[src/sv/i2a_pkg.sv]
// Shared types, character constants and digit encoding for the integer to ASCII converter.
package i2a_pkg;

  localparam int unsigned RADIX_W = 5;
  localparam int unsigned DIGIT_W = 4;
  localparam int unsigned CHAR_W  = 8;

  localparam logic [RADIX_W-1:0] RADIX_MIN = 5'd2;
  localparam logic [RADIX_W-1:0] RADIX_MAX = 5'd16;
  localparam logic [RADIX_W-1:0] RADIX_DEC = 5'd10;

  localparam logic [CHAR_W-1:0] CHAR_MINUS  = 8'h2D;  // '-'
  localparam logic [CHAR_W-1:0] CHAR_ZERO   = 8'h30;  // '0'
  localparam logic [CHAR_W-1:0] CHAR_ALPHA  = 8'h57;  // 'a' - 10
  localparam logic [CHAR_W-1:0] CHAR_NONE   = 8'h00;

  typedef struct packed {
    logic busy;
    logic done;
  } i2a_div_stat_t;

  typedef struct packed {
    logic empty;
    logic full;
  } i2a_lifo_stat_t;

  function automatic logic [CHAR_W-1:0] digit_char(input logic [DIGIT_W-1:0] d);
    logic [CHAR_W-1:0] d_ext;
    d_ext = {{(CHAR_W-DIGIT_W){1'b0}}, d};
    if (d < 4'd10) begin
      return CHAR_ZERO + d_ext;
    end else begin
      return CHAR_ALPHA + d_ext;
    end
  endfunction

endpackage

[src/sv/i2a_div.sv]
// Shared restoring divider: one quotient bit per cycle, divisor up to sixteen.
module i2a_div #(
  parameter int unsigned W = 64
) (
  input  logic                          clk,
  input  logic                          rst_n,
  input  logic                          start,
  input  logic [W-1:0]                  dividend,
  input  logic [i2a_pkg::RADIX_W-1:0]   divisor,
  output logic [W-1:0]                  quotient,
  output logic [i2a_pkg::DIGIT_W-1:0]   remainder,
  output i2a_pkg::i2a_div_stat_t        stat
);

  localparam int unsigned CW = $clog2(W + 1);

  logic [W-1:0]                q_r;
  logic [i2a_pkg::DIGIT_W-1:0] rem_r;
  logic [CW-1:0]               cnt_r;
  logic                        done_r;

  logic [i2a_pkg::RADIX_W-1:0] shifted;
  logic [i2a_pkg::RADIX_W-1:0] diff;
  logic                        ge;

  // remainder stays below the divisor (<= 16), so it fits in four bits
  assign shifted = {rem_r, q_r[W-1]};
  assign diff    = shifted - divisor;
  assign ge      = (shifted >= divisor);

  always_ff @(posedge clk) begin
    if (!rst_n) begin
      cnt_r  <= '0;
      done_r <= 1'b0;
    end else begin
      done_r <= 1'b0;
      if (start) begin
        cnt_r <= CW'(W);
      end else if (cnt_r != '0) begin
        cnt_r <= cnt_r - CW'(1);
        if (cnt_r == CW'(1)) begin
          done_r <= 1'b1;
        end
      end
    end
  end

  always_ff @(posedge clk) begin
    if (start) begin
      q_r   <= dividend;
      rem_r <= '0;
    end else if (cnt_r != '0) begin
      q_r   <= {q_r[W-2:0], ge};
      rem_r <= ge ? diff[i2a_pkg::DIGIT_W-1:0] : shifted[i2a_pkg::DIGIT_W-1:0];
    end
  end

  assign quotient  = q_r;
  assign remainder = rem_r;
  assign stat.busy = (cnt_r != '0);
  assign stat.done = done_r;

endmodule

[src/sv/i2a_digit_lifo.sv]
// Digit stack: remainders pushed least significant first, popped most significant first.
module i2a_digit_lifo #(
  parameter int unsigned DEPTH = 64
) (
  input  logic                          clk,
  input  logic                          rst_n,
  input  logic                          push,
  input  logic [i2a_pkg::DIGIT_W-1:0]   push_data,
  input  logic                          pop,
  output logic [i2a_pkg::DIGIT_W-1:0]   rd_data,
  output i2a_pkg::i2a_lifo_stat_t       stat
);

  localparam int unsigned AW = $clog2(DEPTH);
  localparam int unsigned PW = $clog2(DEPTH + 1);

  logic [i2a_pkg::DIGIT_W-1:0] mem [DEPTH];
  logic [i2a_pkg::DIGIT_W-1:0] rd_data_r;
  logic [PW-1:0]               sp_r;
  logic [PW-1:0]               sp_dec;

  assign sp_dec = sp_r - PW'(1);

  always_ff @(posedge clk) begin
    if (!rst_n) begin
      sp_r <= '0;
    end else if (push) begin
      sp_r <= sp_r + PW'(1);
    end else if (pop) begin
      sp_r <= sp_dec;
    end
  end

  always_ff @(posedge clk) begin
    if (push) begin
      mem[sp_r[AW-1:0]] <= push_data;
    end
    if (pop) begin
      rd_data_r <= mem[sp_dec[AW-1:0]];
    end
  end

  assign rd_data    = rd_data_r;
  assign stat.empty = (sp_r == '0);
  assign stat.full  = (sp_r == PW'(DEPTH));

endmodule

[src/sv/integer_to_ascii_radix.sv]
// Top level: integer to ASCII digit string converter, bases 2 to 16.
//
//  channel  | ports                                         | direction
//  ---------+-----------------------------------------------+----------
//  in       | in_valid, in_ready, in_value, in_radix,       | request in
//           | in_treat_unsigned                             |
//  out      | out_valid, out_ready, out_character,          | request out
//           | out_last_char, out_bad_radix                  |
//
//  One request at a time; in_ready is high only between conversions.
//  Each digit takes a full pass of the shared one-bit-per-cycle divider
//  (S_DIV, S_WAIT); each character is then read from the stack (S_POP,
//  S_LOAD) and held in S_DIGIT until the out handshake completes.
//  A bad base gives one flagged result, registered in the cycle after acceptance.
//  Reset is synchronous, active low; no clearing pass. Out stalls hold the sequencer.
module integer_to_ascii_radix #(
  parameter int unsigned VALUE_BITS = 64
) (
  input  logic                          clk,
  input  logic                          rst_n,
  input  logic                          in_valid,
  output logic                          in_ready,
  input  logic signed [63:0]            in_value,
  input  logic [4:0]                    in_radix,
  input  logic                          in_treat_unsigned,
  output logic                          out_valid,
  input  logic                          out_ready,
  output logic [7:0]                    out_character,
  output logic                          out_last_char,
  output logic                          out_bad_radix
);

  typedef enum logic [2:0] {
    S_IDLE,
    S_SIGN,
    S_DIV,
    S_WAIT,
    S_POP,
    S_LOAD,
    S_DIGIT
  } state_t;

  state_t                          state_r;
  logic [VALUE_BITS-1:0]           val_r;
  logic [i2a_pkg::RADIX_W-1:0]     radix_r;
  logic                            out_valid_r;
  logic [i2a_pkg::CHAR_W-1:0]      out_char_r;
  logic                            out_last_r;
  logic                            out_bad_r;

  logic [VALUE_BITS-1:0]           v_in;
  logic [VALUE_BITS-1:0]           v_neg;
  logic                            radix_bad;
  logic                            want_sign;
  logic                            in_acc;
  logic                            out_acc;

  logic                            div_start;
  logic [VALUE_BITS-1:0]           div_q;
  logic [i2a_pkg::DIGIT_W-1:0]     div_rem;
  i2a_pkg::i2a_div_stat_t          div_stat;

  logic                            lifo_push;
  logic                            lifo_pop;
  logic [i2a_pkg::DIGIT_W-1:0]     lifo_data;
  i2a_pkg::i2a_lifo_stat_t         lifo_stat;

  assign v_in      = in_value[VALUE_BITS-1:0];
  assign v_neg     = ~v_in + {{(VALUE_BITS-1){1'b0}}, 1'b1};
  assign radix_bad = (in_radix < i2a_pkg::RADIX_MIN) || (in_radix > i2a_pkg::RADIX_MAX);
  assign want_sign = !in_treat_unsigned && (in_radix == i2a_pkg::RADIX_DEC)
                     && v_in[VALUE_BITS-1];

  assign in_ready  = (state_r == S_IDLE);
  assign in_acc    = in_valid && in_ready;
  assign out_acc   = out_valid_r && out_ready;

  assign div_start = (state_r == S_DIV);
  assign lifo_push = (state_r == S_WAIT) && div_stat.done;
  assign lifo_pop  = (state_r == S_POP);

  i2a_div #(
    .W (VALUE_BITS)
  ) u_div (
    .clk       (clk),
    .rst_n     (rst_n),
    .start     (div_start),
    .dividend  (val_r),
    .divisor   (radix_r),
    .quotient  (div_q),
    .remainder (div_rem),
    .stat      (div_stat)
  );

  i2a_digit_lifo #(
    .DEPTH (VALUE_BITS)
  ) u_lifo (
    .clk       (clk),
    .rst_n     (rst_n),
    .push      (lifo_push),
    .push_data (div_rem),
    .pop       (lifo_pop),
    .rd_data   (lifo_data),
    .stat      (lifo_stat)
  );

  always_ff @(posedge clk) begin
    if (!rst_n) begin
      state_r     <= S_IDLE;
      out_valid_r <= 1'b0;
    end else begin
      unique case (state_r)
        S_IDLE: begin
          if (in_acc) begin
            radix_r <= in_radix;
            if (radix_bad) begin
              out_valid_r <= 1'b1;
              out_char_r  <= i2a_pkg::CHAR_NONE;
              out_last_r  <= 1'b1;
              out_bad_r   <= 1'b1;
              state_r     <= S_DIGIT;
            end else if (want_sign) begin
              val_r       <= v_neg;
              out_valid_r <= 1'b1;
              out_char_r  <= i2a_pkg::CHAR_MINUS;
              out_last_r  <= 1'b0;
              out_bad_r   <= 1'b0;
              state_r     <= S_SIGN;
            end else begin
              val_r   <= v_in;
              state_r <= S_DIV;
            end
          end
        end
        S_SIGN: begin
          if (out_acc) begin
            out_valid_r <= 1'b0;
            state_r     <= S_DIV;
          end
        end
        S_DIV: begin
          state_r <= S_WAIT;
        end
        S_WAIT: begin
          if (div_stat.done) begin
            val_r   <= div_q;
            // quotient of zero means the last digit has been produced
            state_r <= (div_q == '0) ? S_POP : S_DIV;
          end
        end
        S_POP: begin
          state_r <= S_LOAD;
        end
        S_LOAD: begin
          out_valid_r <= 1'b1;
          out_char_r  <= i2a_pkg::digit_char(lifo_data);
          out_last_r  <= lifo_stat.empty;
          out_bad_r   <= 1'b0;
          state_r     <= S_DIGIT;
        end
        S_DIGIT: begin
          if (out_acc) begin
            out_valid_r <= 1'b0;
            state_r     <= out_last_r ? S_IDLE : S_POP;
          end
        end
        default: begin
          state_r     <= S_IDLE;
          out_valid_r <= 1'b0;
        end
      endcase
    end
  end

  assign out_valid     = out_valid_r;
  assign out_character = out_char_r;
  assign out_last_char = out_last_r;
  assign out_bad_radix = out_bad_r;

  // the converter never takes a request while a result is still pending
  a_no_overlap: assert property (@(posedge clk) disable iff (!rst_n)
    !(in_ready && out_valid))
    else $error("request accepted while result pending");

  a_bad_is_last: assert property (@(posedge clk) disable iff (!rst_n)
    (out_valid && out_bad_radix) |-> out_last_char)
    else $error("bad base result not marked last");

  a_div_done_wait: assert property (@(posedge clk) disable iff (!rst_n)
    div_stat.done |-> (state_r == S_WAIT))
    else $error("divider finished outside wait state");

  a_lifo_no_overflow: assert property (@(posedge clk) disable iff (!rst_n)
    !(lifo_push && lifo_stat.full))
    else $error("digit stack overflow");

  a_last_empties: assert property (@(posedge clk) disable iff (!rst_n)
    (out_acc && out_last_char) |=> (in_ready && lifo_stat.empty))
    else $error("conversion ended with digits left");

endmodule

[config.mk]
export PLATFORM = sky130hd
export DESIGN_NAME = integer_to_ascii_radix
export DESIGN_NICKNAME = d
export VERILOG_FILES = /design/src/sv/i2a_pkg.sv /design/src/sv/i2a_div.sv /design/src/sv/i2a_digit_lifo.sv /design/src/sv/integer_to_ascii_radix.sv
export SDC_FILE = /design/constraint.sdc
export NUM_CORES = 1
export LEC_CHECK = 0
export ABC_AREA = 1
export BUFFER_PORTS_ARGS = -buffer_cell sky130_fd_sc_hd__buf_4
export CORE_ASPECT_RATIO = 0.75
export CORE_UTILIZATION = 40
export CTS_BUF_LIST = sky130_fd_sc_hd__clkbuf_4
export CTS_CLUSTER_SIZE = 8
export DETAILED_ROUTE_END_ITERATION = 12
export GPL_TIMING_DRIVEN = 0
export PLACE_DENSITY = 0.66
export RECOVER_POWER = 25
export SETUP_SLACK_MARGIN = 0.5
export SYNTH_ARGS = -nofsm -noshare
export SYNTH_HDL_FRONTEND = slang
export SYNTH_SLANG_ARGS = --single-unit
[constraint.sdc]
create_clock -name clk -period 24.8 [get_ports clk]
set_clock_uncertainty 0.1 [all_clocks]
set_input_delay 2.48 -clock clk [delete_from_list [all_inputs] [get_ports clk]]
set_output_delay 2.48 -clock clk [all_outputs]
set_load 0.05 [all_outputs]
==> run metrics <==
run status finished with violations; failing checks max-capacitance violations, max-slew violations; total half-perimeter wirelength after legalization and detailed placement 45.5 mm; Reg2Reg Setup Slack 20720 ps; setup repair after global routing missed its margin false; CP required 22220 ps; Post-Syn Area per Cell 9.60 um2; Placer Congestion between 0.9 and 1; largest fanout of any net on the critical path 5; worst setup path startpoint state_r[2]; core region area 50400 um2; Clk pin slew, worst setup/hold paths 70 ps; maximum buffer depth of the clock tree 3; critical path start-end classification register to primary output; start point of the worst hold path u_lifo.sp_r[6]; Area Overhead vs Synth 14.1%; hold violation count in the final report 0; most area-consuming cells after synthesis sky130_fd_sc_hd__edfxtp_1, sky130_fd_sc_hd__nand2_1, sky130_fd_sc_hd__nor2_1; data arrival time at the worst-slack endpoint 1980 ps; setup ws final 20240 ps; cell type group with the largest total delay on the critical path buffers and inverters; total number of vias 16700; crit path buf inv count 3; post-synth net total ~2200; proportion of synthesized chip area in sequential cells 61.0%; class of the most critical hold timing path register to register; final routed wire length divided by cell count roughly 20 um; effective utilization at floorplan 40.8%; share of post-route cells with drive strength above 1 13.5%; Die Width 264 um; most frequent cell after synthesis sky130_fd_sc_hd__nand2_1; global-route wire length before repair roughly 94 mm; Total Die Area 52300 um2; total leakage power 8.80 nW; synthesized netlist cell count 2138; die height 198 um; leading register cell type out of synthesis sky130_fd_sc_hd__edfxtp_1; area post-placement 22100 um2; top-level I/O count 86; final net count ~2400; type of element launching the critical path register; highest-delay cell along the critical path sky130_fd_sc_hd__dfxtp_1; final worst path period share 18.4%; number of detailed-routing iterations run before antenna repair 5; final setup violation count 0; total number of clock tree sinks 425; clock root buffer master sky130_fd_sc_hd__clkbuf_4; power density over cell area 123 nW/um2; async set-or-reset flop fraction in the synthesized netlist 0%; share of the synthesized area in the top cell type 58.8%; top cells by instance count after synthesis sky130_fd_sc_hd__nand2_1, sky130_fd_sc_hd__nor2_1, sky130_fd_sc_hd__edfxtp_1; First DRT Iteration DRCs between 2000 and 2500; Final Cell Area 23400 um2; cell area after synthesis 20500 um2; Peak supply drop 0.0000683 V; initial antenna violation count 2; total routed wirelength 62.6 mm; maximum level of the CTS H-tree 3; number of setup buffers added after CTS 0; remaining routing DRC violations 0; ANT nets after route 0; worst reg2reg path startpoint u_div.remainder[1]; distinct cell type count after synthesis 47; number of storage elements in the synthesis netlist 425; element type at the critical path end primary output; CTS tree done; final critical-path required period between 4000 and 5000 ps; standard-cell row count 71; max-cap violations 4; Post-Place Setup Slack 19680 ps; slew at the pin with the worst max-slew slack between 2000 and 3000 ps; Critical Path, Cell by Cell inv_2, nand2_1, inv_1, buf_4; number of input and output port buffers inserted 83; Critical Path Max Stage Delay 430 ps; YS warnings 0; FMAX between 200 and 250 MHz; worst skew pair latency 910 ps; vias per cell 5.44; vias in the first global route 15600; aggregate global routing overflow 0; Worst Hold Slack 375 ps; total global-route track usage around 24%; Slew Viols, Final 207; number of enable-type register cells in the synthesized netlist ~400; total clock buffers created by CTS 100; pin count of the biggest net entering global routing 68; cell type with the highest aggregate area in the netlist sky130_fd_sc_hd__edfxtp_1; CTS hold repair buffers 0; Slew headroom -83.3%; number of cells upsized or downsized after cts 0; Final TNS setup 0 ps
per-stage QoR:
| stage | std cells | power, W | util [%] |
|---|---|---|---|
| 6_report | 3080 | 0.00289 | 46.5 |
| 5_1_grt | 3080 | 0.00306 | 46.5 |
| 4_1_cts | 3075 | 0.00287 | 46.6 |
| 3_5_place_dp | 2889 | 0.00229 | 43.9 |
| 3_3_place_gp | 2878 | 0.00226 | 43.6 |
| 2_1_floorplan | 2138 | 0.00185 | - |
cells in the final DEF, fill, tap and decap left out, types with 18 or more instances in the layout:
master,count
sky130_fd_sc_hd__buf_2,31
sky130_fd_sc_hd__xor2_1,19
sky130_fd_sc_hd__dfxtp_1,23
sky130_fd_sc_hd__a21oi_1,22
sky130_fd_sc_hd__nor2_1,424
sky130_fd_sc_hd__clkinv_1,35
sky130_fd_sc_hd__o21ai_0,228
sky130_fd_sc_hd__o21ai_1,18
sky130_fd_sc_hd__edfxtp_1,402
sky130_fd_sc_hd__nand4_1,36
sky130_fd_sc_hd__o211ai_1,59
sky130_fd_sc_hd__clkbuf_4,141
sky130_fd_sc_hd__clkbuf_1,42
sky130_fd_sc_hd__buf_4,100
sky130_fd_sc_hd__inv_1,130
sky130_fd_sc_hd__nand2_1,425
sky130_fd_sc_hd__nand3_1,158
state kept, by name, indices dropped and copies added, names as in the netlist:
signal,cells
u_lifo.mem,256
u_div.quotient,64
val_r,64
out_character,7
u_div.cnt_r,7
u_lifo.sp_r,7
radix_r,5
u_div.remainder,4
u_lifo.rd_data,4
state_r,3
out_bad_radix,1
out_last_char,1
out_valid,1
u_div.done_r,1
path summary, 6_finish.rpt:
| check | end | cells after the start |
|---|---|---|
| min reg2reg | u_lifo.sp_r[6] | 2 |
| min | u_lifo.sp_r[6] | 2 |
| max reg2reg | u_div.remainder[2] | 8 |
| max | in_ready | 4 |
tightest hold or removal path, delay by kind of cell, from the launching register on:
family,cells,cell delay (ps)
flops,1,300
buf+inv,1,70
compound gates,1,60
power breakdown:
group	internal (W)	total, W	switching (W)
Sequential	0.00103	0.00115	0.000115
Combinational	0.000337	0.00115	0.000813
Clock	0.000295	0.000591	0.000296
cells by family after synthesis:
logic type / count (synthesis) / share of synthesized area [%]
AO/OA/AOI/OAI: 349 / 9.52
XOR/XNOR: 35 / 1.77
adder cells (fa/ha/maj): 14 / 0.890
buffers and inverters: 234 / 4.87
flip-flops: 425 / 61.0
other: 1 / 0.0183
AND/OR/NAND/NOR: 1080 / 21.9
cell type report:
type	instances	area, um2
clock buffer	140	1050
buffer	93	462
timing repair buffer	96	727
multi-input combinational	1479	7010
inverter	141	539
sequential	425	12500
fill	4755	26900
antenna	3	7.51
clock inverter	46	278
tap	657	822
per-layer routing:
layer	routed length (um)	track usage (%)
met3	7050	7.93
met1	29300	36.4
met2	25000	32.0
met4	1260	6.89
met5	0	0
(Power assumes the default switching activity.)
